[config.mk]
export PLATFORM = sky130hd
export DESIGN_NAME = stereo_tilt_eq_mixer_core
export DESIGN_NICKNAME = d
export VERILOG_FILES = /design/src/rtl/core/teq_pkg.sv /design/src/rtl/core/stereo_tilt_eq_mixer_core.sv /design/src/rtl/core/teq_lane.sv /design/src/rtl/core/teq_ctrl.sv
export SDC_FILE = /design/constraint.sdc
export NUM_CORES = 2
export LEC_CHECK = 0
export BUFFER_PORTS_ARGS = -buffer_cell sky130_fd_sc_hd__clkbuf_2
export CAP_MARGIN = 20
export CORE_ASPECT_RATIO = 0.8
export CORE_MARGIN = 2
export CORE_UTILIZATION = 50
export CTS_BUF_LIST = sky130_fd_sc_hd__clkbuf_16
export CTS_CLUSTER_DIAMETER = 60
export DETAILED_ROUTE_END_ITERATION = 8
export GPL_TIMING_DRIVEN = 0
export PLACE_DENSITY = 0.66
export SETUP_SLACK_MARGIN = 0.3
export SLEW_MARGIN = 15
export SYNTH_ARGS = -nofsm -noshare
export SYNTH_HDL_FRONTEND = slang
export SYNTH_SLANG_ARGS = --single-unit
[constraint.sdc]
create_clock -name clock -period 16 [get_ports clock]
set_input_delay 3.2 -clock clock [delete_from_list [all_inputs] [get_ports clock]]
set_output_delay 3.2 -clock clock [all_outputs]
set_load 0.02 [all_outputs]
[src/rtl/core/teq_pkg.sv]
// Shared types, widths, register codes and arithmetic helpers for the
// stereo tilt equalizer core. No dependencies.
package teq_pkg;

   localparam int SMP_W = 16;
   localparam int EFF_W = SMP_W + 1;
   localparam int OPA_W = SMP_W + 2;
   localparam int WGT_W = 9;
   localparam int ACC_W = OPA_W + WGT_W + 1;
   localparam int QUO_W = ACC_W - 8;
   localparam int IDX_W = 3;

   localparam logic [WGT_W-1:0] WEIGHT_ONE = 9'd256;
   localparam logic signed [QUO_W-1:0] SAT_HI = QUO_W'(32767);
   localparam logic signed [QUO_W-1:0] SAT_LO = -QUO_W'(32768);

   localparam logic [IDX_W-1:0] REG_LEFT_CENTRE  = 3'd0;
   localparam logic [IDX_W-1:0] REG_LEFT_TONE    = 3'd1;
   localparam logic [IDX_W-1:0] REG_RIGHT_CENTRE = 3'd2;
   localparam logic [IDX_W-1:0] REG_RIGHT_TONE   = 3'd3;
   localparam logic [IDX_W-1:0] REG_WET_MIX      = 3'd4;
   localparam logic [IDX_W-1:0] REG_STEREO_MODE  = 3'd5;

   typedef enum logic [3:0] {
      STEP_IDLE,
      STEP_LOW_A,
      STEP_LOW_B,
      STEP_LOW_DIV,
      STEP_EFF_A,
      STEP_EFF_B,
      STEP_EFF_DIV,
      STEP_OUT_A,
      STEP_OUT_B,
      STEP_OUT_DIV,
      STEP_HOLD
   } teq_step_type;

   typedef struct packed {
      logic         load;
      teq_step_type step;
   } teq_ctl_type;

   // values above one are used as one
   function automatic logic [WGT_W-1:0] clamp_weight(input logic [WGT_W-1:0] v);
      return v[WGT_W-1] ? WEIGHT_ONE : v;
   endfunction

   // divide by 256, truncating toward zero
   function automatic logic signed [QUO_W-1:0] div256(input logic signed [ACC_W-1:0] acc);
      logic signed [ACC_W-1:0] adj;
      adj = acc + (acc[ACC_W-1] ? ACC_W'(255) : ACC_W'(0));
      return adj[ACC_W-1:8];
   endfunction

endpackage

[src/rtl/core/stereo_tilt_eq_mixer_core.sv]
// Top level of the stereo tilt equalizer: configuration registers, two
// lanes, sequencer and output register. Depends on teq_pkg, teq_lane, teq_ctrl.
//
// Usage:
//   req_* carries one stereo frame per request; rsp_* returns one processed
//   frame per request, in order. csr_* writes a configuration register
//   (index 0..5: left centre, left tone, right centre, right tone, wet mix,
//   stereo mode); csr_ready is always high and other indexes are ignored.
//   Weight values above 256 are stored as 256.
// Timing:
//   Both lanes run side by side through nine steps on their own
//   multiply-accumulate unit (two products and a divide for each of lowpass,
//   tilt blend and output mix), then a hold step merges the lanes into the
//   output register. A request is taken only in the idle step, so a new frame
//   is accepted only after the previous one has been merged into the output
//   register and the sequencer has returned to idle.
// Reset:
//   Clears filter history, sets registers to their defaults (centre and tone
//   128, wet 0, mono) and empties the output register.
// Backpressure:
//   A new request is accepted while a result waits in the output register;
//   the lanes then hold the finished frame until rsp_tready frees the register.
module stereo_tilt_eq_mixer_core (
   input  logic                             clock,
   input  logic                             reset,
   input  logic                             req_tvalid,
   output logic                             req_tready,
   input  logic [2*teq_pkg::SMP_W-1:0]      req_tdata,  // right_sample (upper half), left_sample (lower half)
   output logic                             rsp_tvalid,
   input  logic                             rsp_tready,
   output logic [2*teq_pkg::SMP_W-1:0]      rsp_tdata,  // right_result (upper half), left_result (lower half)
   input  logic                             csr_valid,
   output logic                             csr_ready,
   input  logic [teq_pkg::IDX_W-1:0]        csr_index,
   input  logic [teq_pkg::WGT_W-1:0]        csr_data
);
   import teq_pkg::*;

   logic [WGT_W-1:0] left_centre_ff, left_centre_in;
   logic [WGT_W-1:0] left_tone_ff, left_tone_in;
   logic [WGT_W-1:0] right_centre_ff, right_centre_in;
   logic [WGT_W-1:0] right_tone_ff, right_tone_in;
   logic [WGT_W-1:0] wet_mix_ff, wet_mix_in;
   logic             stereo_mode_ff, stereo_mode_in;
   logic             rsp_valid_ff, rsp_valid_in;
   logic [2*SMP_W-1:0] rsp_data_ff, rsp_data_in;

   logic             out_free;
   logic             out_load;
   teq_ctl_type      ctl;
   logic [WGT_W-1:0] lane1_centre;
   logic [WGT_W-1:0] lane1_tone;
   logic [WGT_W-1:0] wclamp;
   logic signed [SMP_W-1:0] left_result;
   logic signed [SMP_W-1:0] right_result;

   assign csr_ready = 1'b1;
   assign wclamp    = clamp_weight(csr_data);

   always_comb begin
      left_centre_in  = left_centre_ff;
      left_tone_in    = left_tone_ff;
      right_centre_in = right_centre_ff;
      right_tone_in   = right_tone_ff;
      wet_mix_in      = wet_mix_ff;
      stereo_mode_in  = stereo_mode_ff;
      if (csr_valid) begin
         unique case (csr_index)
            REG_LEFT_CENTRE:  left_centre_in  = wclamp;
            REG_LEFT_TONE:    left_tone_in    = wclamp;
            REG_RIGHT_CENTRE: right_centre_in = wclamp;
            REG_RIGHT_TONE:   right_tone_in   = wclamp;
            REG_WET_MIX:      wet_mix_in      = wclamp;
            REG_STEREO_MODE:  stereo_mode_in  = csr_data[0];
            default:          stereo_mode_in  = stereo_mode_ff;
         endcase
      end
   end

   always_ff @(posedge clock) begin
      if (reset) begin
         left_centre_ff  <= 9'd128;
         left_tone_ff    <= 9'd128;
         right_centre_ff <= 9'd128;
         right_tone_ff   <= 9'd128;
         wet_mix_ff      <= '0;
         stereo_mode_ff  <= 1'b0;
      end else begin
         left_centre_ff  <= left_centre_in;
         left_tone_ff    <= left_tone_in;
         right_centre_ff <= right_centre_in;
         right_tone_ff   <= right_tone_in;
         wet_mix_ff      <= wet_mix_in;
         stereo_mode_ff  <= stereo_mode_in;
      end
   end

   // mono: second lane follows first lane settings
   assign lane1_centre = stereo_mode_ff ? right_centre_ff : left_centre_ff;
   assign lane1_tone   = stereo_mode_ff ? right_tone_ff : left_tone_ff;

   assign out_free = !rsp_valid_ff || rsp_tready;

   teq_ctrl u_ctrl (
      .clock     (clock),
      .reset     (reset),
      .req_valid (req_tvalid),
      .out_free  (out_free),
      .req_ready (req_tready),
      .out_load  (out_load),
      .ctl       (ctl)
   );

   teq_lane u_lane0 (
      .clock  (clock),
      .reset  (reset),
      .ctl    (ctl),
      .sample ($signed(req_tdata[SMP_W-1:0])),
      .centre (left_centre_ff),
      .tone   (left_tone_ff),
      .wet    (wet_mix_ff),
      .result (left_result)
   );

   teq_lane u_lane1 (
      .clock  (clock),
      .reset  (reset),
      .ctl    (ctl),
      .sample ($signed(req_tdata[2*SMP_W-1:SMP_W])),
      .centre (lane1_centre),
      .tone   (lane1_tone),
      .wet    (wet_mix_ff),
      .result (right_result)
   );

   always_comb begin
      rsp_valid_in = rsp_valid_ff && !rsp_tready;
      rsp_data_in  = rsp_data_ff;
      if (out_load) begin
         rsp_valid_in = 1'b1;
         rsp_data_in  = {right_result, left_result};
      end
   end

   always_ff @(posedge clock) begin
      if (reset) begin
         rsp_valid_ff <= 1'b0;
      end else begin
         rsp_valid_ff <= rsp_valid_in;
      end
   end

   always_ff @(posedge clock) begin
      rsp_data_ff <= rsp_data_in;
   end

   assign rsp_tvalid = rsp_valid_ff;
   assign rsp_tdata  = rsp_data_ff;

   a_weights_clamped: assert property (@(posedge clock) disable iff (reset)
      (left_centre_ff <= WEIGHT_ONE) && (left_tone_ff <= WEIGHT_ONE) &&
      (right_centre_ff <= WEIGHT_ONE) && (right_tone_ff <= WEIGHT_ONE) &&
      (wet_mix_ff <= WEIGHT_ONE))
      else $error("weight register above one");

   a_rsp_from_load: assert property (@(posedge clock) disable iff (reset)
      $rose(rsp_tvalid) |-> $past(out_load))
      else $error("response raised without a merged frame");

   a_accept_then_busy: assert property (@(posedge clock) disable iff (reset)
      (req_tvalid && req_tready) |=> !req_tready)
      else $error("second request taken while lanes busy");

endmodule

[src/rtl/core/teq_lane.sv]
// One equalizer lane: lowpass, tilt blend and dry/wet mix on a shared
// multiply-accumulate unit. Depends on teq_pkg.
module teq_lane (
   input  logic                             clock,
   input  logic                             reset,
   input  teq_pkg::teq_ctl_type             ctl,
   input  logic signed [teq_pkg::SMP_W-1:0] sample,
   input  logic [teq_pkg::WGT_W-1:0]        centre,
   input  logic [teq_pkg::WGT_W-1:0]        tone,
   input  logic [teq_pkg::WGT_W-1:0]        wet,
   output logic signed [teq_pkg::SMP_W-1:0] result
);
   import teq_pkg::*;

   logic signed [SMP_W-1:0] sample_ff, sample_in;
   logic signed [SMP_W-1:0] pin_ff, pin_in;
   logic signed [SMP_W-1:0] plow_ff, plow_in;
   logic signed [SMP_W-1:0] low_ff, low_in;
   logic signed [SMP_W-1:0] result_ff, result_in;
   logic signed [EFF_W-1:0] eff_ff, eff_in;
   logic signed [ACC_W-1:0] acc_ff, acc_in;
   logic signed [EFF_W-1:0] high;
   logic signed [OPA_W-1:0] opa;
   logic [WGT_W-1:0]        opb;
   logic signed [ACC_W-1:0] prod;
   logic signed [QUO_W-1:0] quo;

   assign high = EFF_W'(sample_ff) - EFF_W'(low_ff);
   assign prod = opa * $signed({1'b0, opb});
   assign quo  = div256(acc_ff);

   always_comb begin
      opa = '0;
      opb = '0;
      unique case (ctl.step)
         STEP_LOW_A: begin
            opa = OPA_W'(pin_ff);
            opb = centre;
         end
         STEP_LOW_B: begin
            opa = OPA_W'(plow_ff);
            opb = WEIGHT_ONE - centre;
         end
         STEP_EFF_A: begin
            opa = OPA_W'(high);
            opb = tone;
         end
         STEP_EFF_B: begin
            opa = OPA_W'(low_ff);
            opb = WEIGHT_ONE - tone;
         end
         STEP_OUT_A: begin
            opa = OPA_W'(sample_ff);
            opb = WEIGHT_ONE - wet;
         end
         STEP_OUT_B: begin
            opa = OPA_W'(eff_ff);
            opb = wet;
         end
         default: begin
            opa = '0;
            opb = '0;
         end
      endcase
   end

   always_comb begin
      sample_in = ctl.load ? sample : sample_ff;
      pin_in    = pin_ff;
      plow_in   = plow_ff;
      low_in    = low_ff;
      eff_in    = eff_ff;
      result_in = result_ff;
      acc_in    = acc_ff;
      unique case (ctl.step) inside
         STEP_LOW_A, STEP_EFF_A, STEP_OUT_A: acc_in = prod;
         STEP_LOW_B, STEP_EFF_B, STEP_OUT_B: acc_in = acc_ff + prod;
         STEP_LOW_DIV: begin
            low_in  = quo[SMP_W-1:0];
            plow_in = quo[SMP_W-1:0];
            pin_in  = sample_ff;
         end
         STEP_EFF_DIV: eff_in = quo[EFF_W-1:0];
         STEP_OUT_DIV: begin
            if (quo > SAT_HI) begin
               result_in = SAT_HI[SMP_W-1:0];
            end else if (quo < SAT_LO) begin
               result_in = SAT_LO[SMP_W-1:0];
            end else begin
               result_in = quo[SMP_W-1:0];
            end
         end
         default: acc_in = acc_ff;
      endcase
   end

   always_ff @(posedge clock) begin
      if (reset) begin
         pin_ff  <= '0;
         plow_ff <= '0;
      end else begin
         pin_ff  <= pin_in;
         plow_ff <= plow_in;
      end
   end

   always_ff @(posedge clock) begin
      sample_ff <= sample_in;
      low_ff    <= low_in;
      eff_ff    <= eff_in;
      result_ff <= result_in;
      acc_ff    <= acc_in;
   end

   assign result = result_ff;

endmodule

[src/rtl/core/teq_ctrl.sv]
// Step sequencer shared by both lanes; hands finished frames to the
// output register. Depends on teq_pkg.
module teq_ctrl (
   input  logic                 clock,
   input  logic                 reset,
   input  logic                 req_valid,
   input  logic                 out_free,
   output logic                 req_ready,
   output logic                 out_load,
   output teq_pkg::teq_ctl_type ctl
);
   import teq_pkg::*;

   teq_step_type state_ff, state_in;

   always_comb begin
      state_in = state_ff;
      unique case (state_ff)
         STEP_IDLE:    if (req_valid) state_in = STEP_LOW_A;
         STEP_LOW_A:   state_in = STEP_LOW_B;
         STEP_LOW_B:   state_in = STEP_LOW_DIV;
         STEP_LOW_DIV: state_in = STEP_EFF_A;
         STEP_EFF_A:   state_in = STEP_EFF_B;
         STEP_EFF_B:   state_in = STEP_EFF_DIV;
         STEP_EFF_DIV: state_in = STEP_OUT_A;
         STEP_OUT_A:   state_in = STEP_OUT_B;
         STEP_OUT_B:   state_in = STEP_OUT_DIV;
         STEP_OUT_DIV: state_in = STEP_HOLD;
         STEP_HOLD:    if (out_free) state_in = STEP_IDLE;
         default:      state_in = STEP_IDLE;
      endcase
   end

   always_comb begin
      req_ready = 1'b0;
      out_load  = 1'b0;
      unique case (state_ff)
         STEP_IDLE: req_ready = 1'b1;
         STEP_HOLD: out_load  = out_free;
         default: begin
            req_ready = 1'b0;
            out_load  = 1'b0;
         end
      endcase
      ctl.load = req_ready && req_valid;
      ctl.step = state_ff;
   end

   always_ff @(posedge clock) begin
      if (reset) begin
         state_ff <= STEP_IDLE;
      end else begin
         state_ff <= state_in;
      end
   end

   a_accept_reaches_hold: assert property (@(posedge clock) disable iff (reset)
      (req_valid && req_ready) |-> ##10 (state_ff == STEP_HOLD))
      else $error("frame did not reach hold after ten steps");

   a_busy_not_ready: assert property (@(posedge clock) disable iff (reset)
      (state_ff != STEP_IDLE) |-> !req_ready)
      else $error("request taken while lanes busy");

   a_load_when_free: assert property (@(posedge clock) disable iff (reset)
      out_load |-> (out_free && state_ff == STEP_HOLD))
      else $error("output loaded while occupied");

endmodule
**Word-level counts from Yosys, hierarchy flattened**

Index checks and enable logic that the tools add are counted.

- Register bits after elaboration: 333
- Bits of input ports: 49
- Logic and storage cells: 93

- Add/subtract/negate cells: 11
- Multiply operators: 2
- $lt $le $gt $ge: 4
- Equal/unequal tests: 17
- Multiplexer cells: 19
- Reduce and logical (&&, ||, !) cells: 17

Operators with widths:

| operator | count |
|---|---|
| 18-bit one-hot mux with 6 select lines | 2 |
| 28-bit adder | 4 |
| 28-bit one-hot mux with 2 select lines | 2 |
| 9-bit one-hot mux with 6 select lines | 2 |
| 18-bit by 10-bit multiplier with 28-bit output | 2 |
| 9-bit subtractor, first input constant | 5 |
| 4-bit one-hot mux with 11 select lines | 1 |
| 20-bit by 16-bit > comparator with 1-bit output, second input constant | 2 |
| 20-bit by 16-bit less-than comparator with 1-bit output, second input constant | 2 |
| 16-bit by 16-bit subtractor with 17-bit output | 2 |
| 16-bit 2-to-1 mux | 2 |
| 9-bit 2-to-1 mux | 3 |
| 4-bit by 3-bit equality test with 1-bit output, second input constant | 4 |
| 8-bit 2-to-1 mux | 2 |
| 2-bit AND reduction | 7 |
| 4-bit equality test, second input constant | 3 |
| 4-bit by 2-bit equality test with 1-bit output, second input constant | 2 |
| 4-bit 2-to-1 mux | 2 |
| 3-bit by 2-bit equality test with 1-bit output, second input constant | 2 |
| 3-bit equality test, second input constant | 2 |
| 3-bit OR reduction | 2 |
| 4-bit by 1-bit equality test with 1-bit output, second input constant | 1 |
| 4-bit logical NOT | 1 |
| 3-bit by 1-bit equality test with 1-bit output, second input constant | 1 |
| other kinds (8) | 12 |

**Longest topological paths before layout**

- Word-level depth: 6
- Gate-level depth with buffers: 42
- Mapped depth without buffers: 42

**Cells and area by module**

A second synthesis with hierarchy kept.

- Cell total of the unflattened synthesis: 3,362
- Area total of the unflattened synthesis: 31,360.1 um2

By module, submodules not included:

| module | times used | cells an instance | area an instance (um2) | sequential area each (um2) |
|---|---|---|---|---|
| teq_lane at u_lane0 | 1 | 1,541 | 14,134.8 | 3,433.3 |
| teq_lane at u_lane1 | 1 | 1,543 | 13,997.2 | 3,433.3 |
| stereo_tilt_eq_mixer_core | 1 | 253 | 2,966.6 | 1,901.8 |
| teq_ctrl | 1 | 25 | 261.5 | 80.1 |

**Worst setup path before layout**

No wires, ideal clock.

- Kind: reg2reg
- Start: register u_ctrl.state_ff[1]
- End: register u_lane1.acc_ff[27] (data pin)
- Library setup time: 261 ps
- Arrival time: 8,622 ps
- Required time: 15,739 ps
- Path slack: 7,117 ps
- Cell stages (with the launch flop): 41
- Path buffers: 2
- Clock period less this slack: 8,883 ps
- Cell sequence: dfxtp_1 -> buf_4 -> and2b_1 -> nand2_4 -> mux2i_1 -> mux2_2 -> ha_1 -> nor2b_1 -> nor2b_1 -> xnor2_1 -> a211oi_1 -> buf_2 -> or2_2 -> fa_1 -> inv_1 -> fa_1 -> fa_1 -> fa_1 -> [... 5 more ...] -> a21boi_0 -> a311o_1 -> a21o_1 -> a41oi_1 -> nor2b_1 -> nor2_1 -> xnor2_1 -> ha_1 -> and2_1 -> o21a_1 -> o21a_1 -> nor2_1 -> o21ai_0 -> a21o_1 -> o21ai_0 -> or3b_1 -> xnor2_1 -> xnor2_1

- Longest elaborated chain between the ends: 5
- Elaborated cells on any way between the ends: 13
- Those cells by class: 1 x add/sub; 1 x mul; 6 x eq/ne; 3 x mux; 2 x reduce/logical

RTL lines:

| element | line | RTL |
|---|---|---|
| from (decl) | teq_ctrl.sv:14 | `teq_step_type state_ff, state_in;` |
| from (signal assigned) | teq_ctrl.sv:53 | `state_ff <= state_in;` |
| 4-bit equality test, or another cell as far along | teq_lane.sv:35 | `unique case (ctl.step)` |
| 18-bit one-hot mux with 6 select lines / 9-bit one-hot mux with 6 select lines (equally long branches) | teq_lane.sv:35 |  |
| 18-bit by 10-bit multiplier with 28-bit output | teq_lane.sv:29 | `assign prod = opa * $signed({1'b0, opb});` |
| 28-bit adder | teq_lane.sv:77 | `STEP_LOW_B, STEP_EFF_B, STEP_OUT_B: acc_in = acc_ff + prod;` |
| 28-bit one-hot mux with 2 select lines (*) | teq_lane.sv:75 | `unique case (ctl.step) inside` |
| via u_lane1.acc_in[27] | teq_lane.sv:21 | `logic signed [ACC_W-1:0] acc_ff, acc_in;` |
| to (signal assigned) | teq_lane.sv:112 | `acc_ff <= acc_in;` |
| to (decl) | teq_lane.sv:21 |  |

The timed path passes the listed nets; every way through them passes the cells marked *.
A chain may end at the register's enable or synchronous reset.

**Worst setup path after layout**

- Start: register u_ctrl.state_ff[3]
- End: register u_lane0.acc_ff[27] (data pin)

- Longest elaborated chain between the ends: 5
- Elaborated cells on any way between the ends: 13
- Those cells by class: 1 x add/sub; 1 x mul; 6 x eq/ne; 3 x mux; 2 x reduce/logical

RTL lines:

| element | line |
|---|---|
| 4-bit equality test, or another cell as far along | teq_lane.sv:35 |
| 18-bit one-hot mux with 6 select lines / 9-bit one-hot mux with 6 select lines (equally long branches) | teq_lane.sv:35 |
| 18-bit by 10-bit multiplier with 28-bit output | teq_lane.sv:29 |
| 28-bit adder | teq_lane.sv:77 |
| 28-bit one-hot mux with 2 select lines (*) | teq_lane.sv:75 |
| via u_lane0.acc_in[27] | teq_lane.sv:21 |
| to (signal assigned) | teq_lane.sv:112 |
| to (decl) | teq_lane.sv:21 |

Marks and branches as above.

==> reports/qor.csv <==
stage,metric,value,unit
run_status,run_status,finished clean,
clock_tree,ctsHoldBuffers,0,
routing,drt_wl_total,91.4,mm
setup_path,cpPeakStageDelay,0.80,ns
clock_tree,post-cts-setup-buffer-count,0,
timing,finalClockSkew,0.0255,ns
synth,synth.lib_cells_used.distinct,95,
timing,slew-limit-headroom,0.185,
routing,first_pass_iters,8,
placement,gp_congestion,0.958,
synth,synthesis.area,30400,um2
die,boundary_pins,84,
global_route,all_layer_global_routing_usage,0.296,
setup_path,crit_path_frequent_cell,sky130_fd_sc_hd__fa_1,
placement,placedCellCount,4184,
synth,synth_async_sr_flop_share,0,
synth,yosysWarnings,0,
pwr,power_density,74.0,nW/um2
timing,rsz0062_at_grt,no,
pwr,power.leakage,0.0150,uW
cells_and_area,syn2layout_area_growth,9.57,%
pwr,vdd_ir_drop_max,0.0830,mV
placement,dp_hpwl,71.3,mm
timing,clock.fmax,0.0906,GHz
timing,final-setup-viol-count,0,
cells_and_area,most_used_cells_in_the_layout_excluding_fill_and_tap_cells,"458 x sky130_fd_sc_hd__nand2_1, 450 x sky130_fd_sc_hd__inv_1, 268 x sky130_fd_sc_hd__fa_1",
routing,drt_drc_violations_left,0,
routing,via_count,24841,
setup_path,critical_path_peak_fanout,10,
global_route,grt_max_degree,33,
die,floorplan.initialDensity,0.508,
timing,final_critical_path_setup_slack,4.97,ns
synth,mappedNetlistNets,3853,
global_route,via_count_of_the_first_global_routing_pass,23395,
flow_run,max_cap_viols,0,
hold_path,worst_hold_path_type,reg2reg,
die,rows,80,
pwr,clock_power_share,0.352,
die,fp.dieW,280,um
synth,avgSynthCellArea,9.20,um2
global_route,antenna_found_initial,0,
global_route,total_congestion_overflow_after_global_routing,0,
routing,avgViaCountPerCell,5.84,
timing,fin_setup_tns,0,ns
cells_and_area,final-instance-count-excl-fill,4254,
routing,average_wire_length_per_cell_after_detail_routing,21.5,um
clock_tree,post_cts.resized_instances,0,
synth,number_of_enable_type_register_cells_in_the_synthesized_netlist,218,
placement,place_worst_setup_slack,5.35,ns
pwr,p_switching,807,uW
clock_tree,root_buffer,sky130_fd_sc_hd__clkbuf_16,
pwr,cellInternalPower,1660,uW
placement,io_buffers,80,
synth,synth_seq_area_share,0.291,
clock_tree,tritoncts.num_buffers,38,
synth,post_synth_inst_count,3305,
die,core_region_area,59900,um2
global_route,grt_pass1_wl,141,mm
setup_path,timing_worst_setup_path_type,reg2reg,
clock_tree,cts_max_level,2,
die,die_span_in_y,225,um
cells_and_area,mostFrequentLayoutCell,sky130_fd_sc_hd__nand2_1,
timing,final_period_minus_worst_setup_slack,11.03,ns
clock_tree,insertion_delay,0.58,ns
clock_tree,clk_transition_reported_paths,0.07,ns
setup_path,worst_ep_required_time,16.37,ns
pwr,swShare,0.328,
clock_tree,clock_path_buffers,3,
timing,period_share,0.690,
clock_tree,clock_sink_count,333,
synth,synth-seq-cells,333,
cells_and_area,utilization,0.556,
timing,final_hold_viol_count,0,
cells_and_area,drive_gt1_frac,0.0765,
setup_path,cp_arrival,11.41,ns
timing,tightestPinTransition,1.22,ns
clock_tree,clock_tree_from_tritoncts,yes,
pwr,share_of_power_burned_in_combinational_logic,0.222,
synth,ys_dominant_reg_cell,sky130_fd_sc_hd__edfxtp_1,
die,floorplan.die_area,62800,um2
pwr,seqPwrFrac,0.426,
cells_and_area,diodes,0,
routing,postRouteAntennaNets,0,
cells_and_area,nNetsFinal,3993,
setup_path,worstSetupEndpointType,register,
timing,slew_violations,0,
setup_path,critical_path.startpoint_type,register,
setup_path,cp_slowest_cell,sky130_fd_sc_hd__nor2_1,
routing,detailedRoute.firstIterationViolations,2985,
-- sequential cells by signal, summed over array words and instances (netlist names) --
name,flops
left_tone_ff,9
stereo_mode_ff,1
u_lane1.pin_ff,16
u_lane1.result,16
u_lane1.acc_ff,28
right_tone_ff,9
wet_mix_ff,9
u_lane1.sample_ff,16
u_lane0.low_ff,16
u_lane0.acc_ff,28
u_lane0.plow_ff,16
u_lane0.result,16
u_lane0.pin_ff,16
u_lane0.sample_ff,16
rsp_tdata,32
rsp_tvalid,1
u_ctrl.state_ff,4
u_lane1.plow_ff,16
u_lane0.eff_ff,17
left_centre_ff,9
right_centre_ff,9
u_lane1.low_ff,16
u_lane1.eff_ff,17
-- final timing paths --
check	from	endpoint	slack, ns	cells past startpoint
worst max-delay path	u_ctrl.state_ff[3]	u_lane0.acc_ff[27]	4.97	34
worst max register to register	u_ctrl.state_ff[3]	u_lane0.acc_ff[27]	4.97	34
worst min-delay path	u_lane0.result[5]	rsp_tdata[5]	0.41	0
worst min register to register	u_lane0.result[5]	rsp_tdata[5]	0.41	0
-- critical path: cells and delay by family, from the launching register on --
kind	cells	cell delay, ns
buf+inv	6	1.82
compound gates	9	2.17
simple gates	9	2.12
fa+ha+maj	7	3.48
xor+xnor	3	0.90
flops	1	0.35
-- metal layers --
metal | global-route usage | vias to the layer above | wire length [um]
met1 | 0.466 | 11873 | 42800
met4 | 0.0599 | 0 | 1900
met2 | 0.396 | 1326 | 35100
li1 | - | 11497 | -
met5 | 0 | - | 0
met3 | 0.0884 | 145 | 11600
-- Yosys cell counts, drive strengths merged (9+ instances only) --
| cell | count | area, um2 |
|---|---|---|
| a211o | 11 | 96.3 |
| a211oi | 55 | 433 |
| a21o | 44 | 332 |
| a21oi | 215 | 1080 |
| a221o | 12 | 120 |
| a221oi | 18 | 205 |
| a22oi | 70 | 526 |
| a31oi | 15 | 93.8 |
| and2 | 14 | 87.6 |
| and3 | 26 | 168 |
| and4 | 9 | 78.8 |
| buf | 40 | 220 |
| clkbuf | 73 | 274 |
| dfxtp | 115 | 2300 |
| edfxtp | 218 | 6550 |
| fa | 268 | 5370 |
| ha | 231 | 2890 |
| inv | 444 | 1670 |
| mux2i | 29 | 290 |
| nand2 | 459 | 1730 |
| nand2b | 43 | 274 |
| nand3 | 50 | 250 |
| nand3b | 9 | 67.6 |
| nand4 | 19 | 140 |
| nor2 | 247 | 935 |
| nor2b | 52 | 325 |
| nor3 | 38 | 195 |
| o21a | 19 | 143 |
| o21ai | 133 | 673 |
| o21bai | 12 | 90.1 |
| o22ai | 10 | 62.6 |
| o31ai | 14 | 120 |
| or2 | 20 | 128 |
| or3 | 9 | 56.3 |
| xnor2 | 103 | 902 |
| xor2 | 66 | 578 |
-- final cells by class --
type	count	area [um2]
tap	779	975
timing repair buffer	100	674
inverter	444	1670
clock inverter	32	248
multi-input combinational	2415	19400
clock buffer	38	951
sequential	333	8850
buffer	113	495
fill	5467	26600
-- power groups by stage --
stage                     Clock [uW]  Combinational [uW]  Sequential [uW]
after floorplan                    0                 343             1050
after global placement             0                 504             1070
after detailed placement           0                 528             1060
after CTS                        872                 532             1050
after global routing             908                 591             1050
final                            867                 547             1050
-- per-stage QoR --
stage               hold WS [ns]  instance area [um2]  power (uW)
finish                     0.409                33300        2460
global route               0.424                33300        2550
CTS                        0.410                33300        2450
detailed placement         0.405                32100        1590
global placement           0.401                31800        1580
floorplan                  0.400                30400        1390
-- cells by family after synthesis --
logic type / after synthesis / share of synthesized area
adders and majority gates: 499 / 0.272
muxes: 41 / 0.0155
and+or+nand+nor: 1019 / 0.153
xor gates and xnor gates: 169 / 0.0487
other: 1 / 0.000123
AOI/OAI and AO/OA: 686 / 0.149
DFF: 333 / 0.291
buffers and inverters: 557 / 0.0711
Power figures use the tool's default switching activity.
